## src/rtl/core/ufpc_pkg.sv

```systemverilog
package ufpc_pkg;

  localparam int unsigned MAX_NODES = 1024;
  localparam int unsigned NODE_W    = $clog2(MAX_NODES);
  localparam int unsigned SIZE_W    = 11;
  localparam int unsigned PAIR_W    = 20;
  localparam int unsigned TOTAL_W   = 21;
  localparam int unsigned PROD_W    = 2 * SIZE_W;
  localparam int unsigned SUM_W     = PROD_W + 2;

  // APB side: one 32-bit register per word
  localparam int unsigned PADDR_W   = 3;
  localparam int unsigned PDATA_W   = 32;
  localparam int unsigned REG_IDX_W = PADDR_W - 2;

  localparam logic [REG_IDX_W-1:0] REG_NODE_COUNT = REG_IDX_W'(0);
  localparam logic [SIZE_W-1:0]    NODE_COUNT_RST = SIZE_W'(1024);

  localparam logic ACT_CLEAR = 1'b0;
  localparam logic ACT_JOIN  = 1'b1;

  typedef struct packed {
    logic              action;
    logic [NODE_W-1:0] node_a;
    logic [NODE_W-1:0] node_b;
  } in_item_t;

  typedef struct packed {
    logic              merged;
    logic [SIZE_W-1:0] size_a;
    logic [SIZE_W-1:0] size_b;
    logic [PAIR_W-1:0] pair_count;
  } out_item_t;

endpackage

```

## src/rtl/core/ufpc_regs.sv

```systemverilog
module ufpc_regs
  import ufpc_pkg::*;
(
  input  logic               clk_i,
  input  logic               rst_ni,
  input  logic               psel,
  input  logic               penable,
  input  logic               pwrite,
  input  logic [PADDR_W-1:0] paddr,
  input  logic [PDATA_W-1:0] pwdata,
  output logic [PDATA_W-1:0] prdata,
  output logic               pready,
  output logic [SIZE_W-1:0]  node_count_o
);

  logic [SIZE_W-1:0] node_count_q, node_count_d;
  logic              hit;

  assign hit    = (paddr[PADDR_W-1:2] == REG_NODE_COUNT);
  assign pready = 1'b1;
  assign prdata = hit ? {{(PDATA_W-SIZE_W){1'b0}}, node_count_q} : '0;

  always_comb begin
    node_count_d = node_count_q;
    if (psel && penable && pwrite && hit) begin
      node_count_d = pwdata[SIZE_W-1:0];
    end
  end

  always_ff @(posedge clk_i or negedge rst_ni) begin
    if (!rst_ni) begin
      node_count_q <= NODE_COUNT_RST;
    end else begin
      node_count_q <= node_count_d;
    end
  end

  assign node_count_o = node_count_q;

endmodule

```

## config.mk

```make
export PLATFORM = sky130hd
export DESIGN_NAME = ufpc_regs
export DESIGN_NICKNAME = d
export VERILOG_FILES = /design/src/rtl/core/ufpc_pkg.sv /design/src/rtl/core/ufpc_regs.sv
export SDC_FILE = /design/constraint.sdc
export NUM_CORES = 1
export LEC_CHECK = 0
export BUFFER_PORTS_ARGS = -buffer_cell sky130_fd_sc_hd__buf_2
export CAP_MARGIN = 5
export CORE_ASPECT_RATIO = 0.8
export CORE_MARGIN = 2
export CORE_UTILIZATION = 35
export DETAILED_ROUTE_END_ITERATION = 6
export GPL_TIMING_DRIVEN = 0
export PLACE_DENSITY = 0.9
export REMOVE_ABC_BUFFERS = 1
export SKIP_CTS_REPAIR_TIMING = 1
export SYNTH_ARGS = -nofsm -noshare
export SYNTH_HDL_FRONTEND = slang
export SYNTH_SLANG_ARGS = --single-unit
```

## constraint.sdc

```tcl
create_clock -name clk_i -period 1.3 [get_ports clk_i]
set_input_delay 0.065 -clock clk_i [delete_from_list [all_inputs] [get_ports clk_i]]
set_output_delay 0.065 -clock clk_i [all_outputs]
set_load 0.03 [all_outputs]
```

== Word-level counts from Yosys, hierarchy flattened ==
Cells that the tools add are included.

* Bits in registers: 11
* Output and inout port bits: 44

* Multiplexer cells: 1
* Reductions and logical operators: 3
* Bitwise logic cells: 1

{| class="wikitable"
|+ Operator list
! cell !! count
|-
| $mux W11 || 1
|-
| $logic_and A1 B1 Y1 || 3
|-
| $not A1 Y1 || 1
|}

== Longest topological paths before layout ==
Gate-level depths: netlist of run 1.

* Depth after elaboration: 3
* Depth in mapped cells: 3
* Depth with buffers taken out: 2

== Least setup slack after synthesis of run 1 ==
OpenSTA, ideal clock, no wires.

* Kind: register to output
* Start point: register node_count_q[10], in the netlist node_count_o[10]
* End point: output port prdata[10]
* Slack: 134 ps
* Cell stages (with the launch flop): 2
* Arrival time: 1101 ps
* Data required time: 1235 ps
* Cell sequence: dfstp_2 nor2b_1

* Longest elaborated chain between the ends: 1

{| class="wikitable"
|+ Ends and longest elaborated chain
! item !! RTL line !! text
|-
| start: declaration || ufpc_regs.sv:16 || <nowiki>logic [SIZE_W-1:0] node_count_q, node_count_d;</nowiki>
|-
| start signal: assignment || ufpc_regs.sv:34 || <nowiki>node_count_q <= node_count_d;</nowiki>
|-
| $mux W11 || ufpc_regs.sv:21 || <nowiki>assign prdata = hit ? {{(PDATA_W-SIZE_W){1'b0}}, node_count_q} : '0;</nowiki>
|-
| end: declaration || ufpc_regs.sv:11 || <nowiki>output logic [PDATA_W-1:0] prdata,</nowiki>
|}

No other way between the ends.

== Worst setup path in the final report of run 1 ==
Ends and elaborated chain as after synthesis.

==> results of run 1 <==
-- stage by stage --
step	hold WS, ns	worst slack (ns)	std cells	power [mW]	util
5_1_grt	0.0104	0.0611	123	1.45	0.456
3_5_place_dp	-0.0530	0.155	118	1.14	0.437
2_1_floorplan	-0.231	0.134	56	0.961	-
4_1_cts	-0.339	0.112	122	1.38	0.451
3_3_place_gp	-0.0542	0.178	118	1.13	0.437
6_report	0.0307	0.131	123	1.36	0.456
-- power groups by stage --
stage / Sequential [mW] / Clock [mW] / Combinational, mW
2_1_floorplan: 0.630 / 0 / 0.330
3_3_place_gp: 0.477 / 0 / 0.649
3_5_place_dp: 0.484 / 0 / 0.656
4_1_cts: 0.479 / 0.241 / 0.658
5_1_grt: 0.489 / 0.264 / 0.695
6_report: 0.477 / 0.225 / 0.654
-- critical path: cells and delay by family (launching register included) --
family	cells	cell delay, ns
simple gates	1	0.11
buf+inv	1	0.20
flops	1	0.54
-- layout by cell type, fill, tap and decap left out --
cell type      netlist  layout
clkbuf_1             1       1
conb_1               2      22
and2b_1              1       1
mux2_4              10      10
mux2_2               1       1
dlygate4sd3_1        0       1
nor2b_1             10      10
dfrtp_1             10      10
dfstp_2              1       1
clkbuf_4             0       3
buf_2                0      38
nand4b_4             1       1
-- area by class of cell --
class,instances,area share
Timing Repair Buffer,39,0.230
Clock buffer,4,0.0302
Sequential cell,11,0.318
Tap cell,24,0.0345
Multi-Input combinational cell,45,0.388
-- per-layer routing --
layer  up-vias  share of wire  global-route usage  routed length, microns
li1        224              -                   -                       -
met1       227           0.37               0.113                     468
met2        34           0.53               0.188                     674
met3         0           0.11              0.0709                     135
met4         0              0                   0                       0
met5         -              0                   0                       0
-- cells by family after synthesis --
group | count (synthesis)
buffers and inverters | 24
AND/OR/NAND/NOR | 12
multiplexers | 11
flip-flops | 11
other | 2
-- path summary, 6_finish.rpt --
check / start / end / slack, ns
min in group asynchronous: rst_ni / node_count_o[9] / 0.20
max in group asynchronous: rst_ni / node_count_o[10] / 0.83
max reg2reg: node_count_o[0] / node_count_o[0] / 0.52
max: node_count_o[10] / prdata[10] / 0.13
min reg2reg: node_count_o[1] / node_count_o[1] / 0.53
min: pwdata[1] / node_count_o[1] / 0.03
==> flow_summary.json, run 1 <==
{
  "crit_chain": "nor2b_1 -> buf_2",
  "muxShareOfSynthArea": 0.224,
  "gp_congestion": 0.614,
  "remaining_drc_errors": 0,
  "synth_simple_gate_area_share": 0.130,
  "cts_made_buffers": 3,
  "synth.most_common_cell": "buf_4",
  "synth_xor_area_frac": 0,
  "crit_fanout": 3,
  "clk_pin_slew_ns": 0.07,
  "drv_cap": 0,
  "switching_share": 0.434,
  "slowest_delay_ns": 0.54,
  "fillers": 196,
  "synthTopCellsByArea": "dfrtp_1, buf_4, mux2_4",
  "fin_tns_setup_ns": 0,
  "switching_power_uw": 589,
  "synth_top_family_by_area": "buffers and inverters",
  "fin_crit_sh": 0.899,
  "overflow": 0,
  "portBuffers": 38,
  "n_antenna_cell": 0,
  "largest_reg_flops": 11,
  "multi_input_area_sq_um": 338,
  "pwr-share-clk": 0.166,
  "synth-edff-count": 0,
  "grt_first_pass_wirelength_microns": 1750,
  "ys_ff_latch": 11,
  "syn_inst": 60,
  "ys_warn_count": 0,
  "cp.required_ns": 1.24,
  "drt.antenna.violating_nets": 0,
  "hold_violations": 0,
  "core_sq_mm": 0.00191,
  "hold_depth": 2,
  "pwr-share-seq": 0.352,
  "power.internal_uw": 767,
  "vias": 485,
  "syn_area_sq_um": 719,
  "start_util": 0.377,
  "grt_pass1_vias": 381,
  "netlist-cell-type-count": 11,
  "netlist.area_leader.share": 0.348,
  "cpMaxStageDelayCell": "dfstp_2",
  "dr.pass1.iters": 1,
  "postSynthAreaPerCell_sq_um": 12.0,
  "grt_max_degree": 13,
  "clock_path_buffers": 2,
  "fin_skew_ns": 0,
  "slew_violations": 0,
  "routed_wl_microns": 1280,
  "worst_setup_path_end_kind": "output port",
  "grt_usage": 0.107,
  "htreeDepth": 1,
  "worstPathArrival_ns": 1.10,
  "netlist.top_cell.by_area": "dfrtp_1",
  "ys_async_sr_fraction": 1.00,
  "numClockSinks": 11,
  "die_h_microns": 44.6,
  "via_per_inst": 3.94,
  "wl_per_cell_microns": 10.4,
  "synth-seq-area-share": 0.384,
  "cts-root-buf": "clkbuf_4",
  "antenna_found_initial": 0,
  "rsz0062_at_grt": "false",
  "placed_cell_area_sq_um": 835,
  "ys.flop_type": "dfrtp_1",
  "initialDrtViolationCount": 0,
  "synth_commonest_cells": "buf_4, dfrtp_1, mux2_4, nor2b_1, conb_1",
  "max_freq_mhz": 855,
  "die_x_microns": 54.7,
  "io_pins": 84,
  "final_area_sq_um": 871,
  "nets": 140,
  "outcome": "finished, final reports clean",
  "regArea_sq_um": 277,
  "core.rowCount": 14,
  "drive_gt1_frac": 0.545,
  "design.die.area_sq_mm": 0.00244,
  "combPwrFrac": 0.482,
  "powerDensity_mw_per_mm2": 1560,
  "worstSkewPairLatency_ns": 0.26,
  "area_growth_pct": 21.0,
  "crit_type": "reg -> out",
  "rr_worst_depth": 1,
  "worstSetupStartpointType": "flop",
  "post-route-min-period_ns": 1.17,
  "vdd_drop_max_mv": 0.706,
  "synth_compound_area_frac": 0,
  "finalSetupViolCount": 0,
  "hold_path_class": "in -> reg",
  "synthAdderAreaFrac": 0,
  "leakage_nw": 0.525,
  "cts_tree": "built"
}
No activity file was read; power rests on OpenSTA's default activity.
==> inputs of run 2 (changes only) <==
Settings changed: CTS_BUF_LIST set to sky130_fd_sc_hd__clkbuf_16.
Clock period 1.3 ns to 1.4 ns, I/O delays scaled along.
==> run 2 against run 1 <==
  * Die area did not move
  * Hold slack better by 0.035 ns
  * Critical path type unchanged
  * Global-route usage is 0.14 points higher
  * Via count grew 1.0%
  * Utilization increased by 2.8 points
  * First-iteration DRC count stayed put
  * Non-clock buffer count did not move
  * Critical path depth unchanged
  * Sequential power decreased by 6.7%
==> flow_summary.json, run 2 (synthesis results as in run 1) <==
{
  "final_cell_mix": "buf_2, conb_1, nor2b_1, mux2_4, dfrtp_1",
  "crit_family": "flip-flops",
  "dr.pass1.iters": 1,
  "cts-root-buf": "clkbuf_16",
  "busiest_layer": "met2",
  "routed_wl_microns": 1300,
  "nets": 140,
  "core.rowCount": 14,
  "powerDensity_mw_per_mm2": 1680,
  "remaining_drc_errors": 0,
  "cts_made_buffers": 3,
  "totalPowerFinal_mw": 1.55,
  "antenna_found_initial": 0,
  "core_sq_mm": 0.00191,
  "worstPathArrival_ns": 1.07,
  "vdd_drop_max_mv": 0.904,
  "grt_usage": 0.108,
  "placed_cell_area_sq_um": 835,
  "slowest_delay_ns": 0.53,
  "largest_reg_flops": 11,
  "grt_max_degree": 13,
  "hold_path_class": "in -> reg",
  "final_core_util": 0.484,
  "rsz0062_at_grt": "false",
  "htreeDepth": 1,
  "start_util": 0.377,
  "use_met3": 0.0608,
  "via_per_inst": 3.98,
  "io_pins": 84,
  "hold_violations": 0,
  "worst_setup_path_end_kind": "output port",
  "gp_congestion": 0.614,
  "met2_usage": 0.195,
  "crit_type": "reg -> out",
  "clock_path_buffers": 2,
  "die_x_microns": 54.7,
  "vias": 490,
  "cpMaxStageDelayCell": "dfstp_2",
  "crit_fanout": 3,
  "crit_buf_inv": 1,
  "drt.antenna.violating_nets": 0,
  "final_common_cell": "buf_2",
  "portBuffers": 38,
  "cp.required_ns": 1.33,
  "grt_pass1_vias": 392,
  "area_growth_pct": 28.3,
  "max_freq_mhz": 879,
  "use_met1": 0.117,
  "drive_gt1_frac": 0.545,
  "hold_ws_ns": 0.0658,
  "slew_violations": 0,
  "final_area_sq_um": 923,
  "drv_cap": 0,
  "fin_crit_sh": 0.812,
  "grt_first_pass_wirelength_microns": 1790,
  "fin_tns_setup_ns": 0,
  "crit_chain": "nor2b_1 -> buf_2",
  "cts_tree": "built",
  "clk_pin_slew_ns": 0.04,
  "post-route-min-period_ns": 1.14,
  "fin_skew_ns": 0,
  "wl_per_cell_microns": 10.6,
  "design.die.area_sq_mm": 0.00244,
  "worstSetupStartpointType": "flop",
  "leakage_nw": 0.553,
  "numClockSinks": 11,
  "outcome": "finished, final reports clean",
  "initialDrtViolationCount": 0,
  "fillers": 190,
  "overflow": 0,
  "die_h_microns": 44.6,
  "worstSkewPairLatency_ns": 0.23,
  "n_antenna_cell": 0,
  "finalSetupViolCount": 0
}
==> run 2: final timing paths <==
check	from	to	slack, ns	depth (start not counted)
setup / recovery	node_count_o[10]	prdata[10]	0.26	2
hold / removal	pwdata[2]	node_count_o[2]	0.07	2
setup reg to reg	node_count_o[0]	node_count_o[0]	0.62	1
hold reg to reg	node_count_o[1]	node_count_o[1]	0.52	1
max in group asynchronous	rst_ni	node_count_o[10]	0.89	2
min in group asynchronous	rst_ni	node_count_o[7]	0.24	2
==> run 2: final cells by class <==
type,instances,area [sq um],area share
multi-input cells,45,338,0.366
flip-flops and latches,11,277,0.299
repair buffers,39,200,0.217
clock buffers,3,75.1,0.0813
well taps,24,30.0,0.0325
clock inverters,1,3.75,0.00407
==> run 2: routing by layer <==
metal  share of wire  vias to the layer above
met1            0.35                      230
met2            0.53                       36
met3            0.11                        0
met4               0                        0
li1                -                      224
met5               0                        -
==> run 2: power breakdown <==
part | internal [mW] | switching, mW
combinational | 0.209 | 0.398
clock | 0.374 | 0.127
sequential | 0.395 | 0.0500
==> run 2: metrics by stage <==
stage / std cells / setup WS (ns)
final: 123 / 0.263
after global routing: 123 / 0.213
after CTS: 122 / 0.250
after detailed placement: 118 / 0.250
after global placement: 118 / 0.273
after floorplan: 56 / 0.229
==> inputs of run 3 (changes only) <==
Settings changed: CORE_UTILIZATION 35 to 29, PLACE_DENSITY 0.9 to 0.8.
Clock period 1.4 ns to 1 ns, I/O delays scaled along.
==> run 3 against run 2 <==
  * The flow now finishes with violations (negative setup slack)
  * Clock skew did not move
  * Sequential cell count did not move
  * Total power rose by 48%
==> flow_summary.json, run 3 (synthesis results as in run 1) <==
{
  "outcome": "finished, violations left",
  "violations": "negative setup slack",
  "startpoint": "node_count_o[10]",
  "remaining_drc_errors": 0,
  "fin_tns_setup_ns": -0.102,
  "gp_congestion": 0.631,
  "clock_path_buffers": 2,
  "clk_pin_slew_ns": 0.04,
  "crit_fanout": 3,
  "io_pins": 84,
  "dr.pass1.iters": 2,
  "grt_first_pass_wirelength_microns": 1950,
  "drive_gt1_frac": 0.581,
  "area_growth_pct": 40.0,
  "cpMaxStageDelayCell": "dfstp_2",
  "largest_reg_flops": 11,
  "cp.required_ns": 0.95,
  "fin_skew_ns": 0,
  "n_antenna_cell": 0,
  "r2r-start": "node_count_o[6]",
  "via_per_inst": 3.80,
  "slowest_delay_ns": 0.53,
  "placed_cell_area_sq_um": 838,
  "hold_path_class": "in -> reg",
  "max_freq_mhz": 917,
  "final_core_util": 0.419,
  "crit_chain": "nor2b_4 -> buf_6",
  "design.die.area_sq_mm": 0.00290,
  "worst_slack_ns": -0.0911,
  "slew_violations": 0,
  "hpwl_microns": 1100,
  "overflow": 0,
  "final_common_cell": "buf_2",
  "routed_wl_microns": 1400,
  "cts-root-buf": "clkbuf_16",
  "antenna_found_initial": 0,
  "final_area_sq_mm": 0.00101,
  "initialDrtViolationCount": 4,
  "core_sq_mm": 0.00240,
  "wl_per_cell_microns": 10.6,
  "crit_type": "reg -> out",
  "totalPowerFinal_mw": 2.30,
  "cts_tree": "built",
  "drt.antenna.violating_nets": 0,
  "vdd_drop_max_mv": 0.541,
  "dp.cells": 121,
  "instances_no_fill": 132,
  "hold_violations": 0,
  "cts_made_buffers": 3,
  "htreeDepth": 1,
  "die_h_microns": 48.6,
  "fin_crit_sh": 1.09,
  "final_cell_mix": "buf_2, conb_1, buf_4",
  "die_x_microns": 59.7,
  "nets": 146,
  "drv_cap": 0,
  "worst_setup_path_end_kind": "output port",
  "hp-start": "pwdata[2]",
  "rsz0062_at_grt": "true",
  "post-route-min-period_ns": 1.09,
  "core.rowCount": 16,
  "start_util": 0.299,
  "grt_max_degree": 13,
  "leakage_nw": 0.591,
  "worstSkewPairLatency_ns": 0.23,
  "worstPathArrival_ns": 1.04,
  "portBuffers": 38,
  "grt_pass1_vias": 400,
  "numClockSinks": 11,
  "vias": 501,
  "worstSetupStartpointType": "flop",
  "powerDensity_mw_per_mm2": 2290,
  "finalSetupViolCount": 2,
  "grt_usage": 0.0943,
  "fillers": 235
}
run 3: layer usage:
layer	GRT usage	wire length, microns	up-vias
met1	0.0998	529	235
met4	0.0556	0	0
met2	0.152	749	29
met3	0.0401	121	0
met5	0	0	-
li1	-	-	237
run 3: cell type report:
cell class / count / area [sq um] / share of cell area
multi-input combinational: 45 / 345 / 0.343
clock buffer: 3 / 75.1 / 0.0745
tap: 27 / 33.8 / 0.0335
sequential: 11 / 277 / 0.275
timing repair buffer: 45 / 273 / 0.271
clock inverter: 1 / 3.75 / 0.00373
run 3: metrics by stage:
| stage | setup slack [ns] | hold slack (ns) |
|---|---|---|
| 5_1_grt | -0.117 | 0.0402 |
| 6_report | -0.0911 | 0.0439 |
| 3_3_place_gp | -0.0908 | -0.0747 |
| 2_1_floorplan | -0.151 | -0.246 |
| 4_1_cts | -0.127 | -0.321 |
| 3_5_place_dp | -0.129 | -0.0711 |
run 3: path summary, 6_finish.rpt:
check | slack [ns] | endpoint | cells after the start
worst max-delay path | -0.09 | prdata[10] | 2
worst min-delay path | 0.04 | node_count_o[2] | 2
worst max register to register | 0.12 | node_count_o[6] | 2
worst min register to register | 0.52 | node_count_o[1] | 1
max in group asynchronous | 0.51 | node_count_o[10] | 2
min in group asynchronous | 0.22 | node_count_o[3] | 2
run 3: worst max-delay path: cells and delay by family (launching register included):
family | cells | cell delay [ns]
buf+inv | 1 | 0.13
flops | 1 | 0.53
simple gates | 1 | 0.14
run 3: power by group:
part / leakage (nW) / switching (mW) / internal, mW
clock: 0.0423 / 0.187 / 0.524
combinational: 0.418 / 0.582 / 0.393
sequential: 0.131 / 0.0664 / 0.553
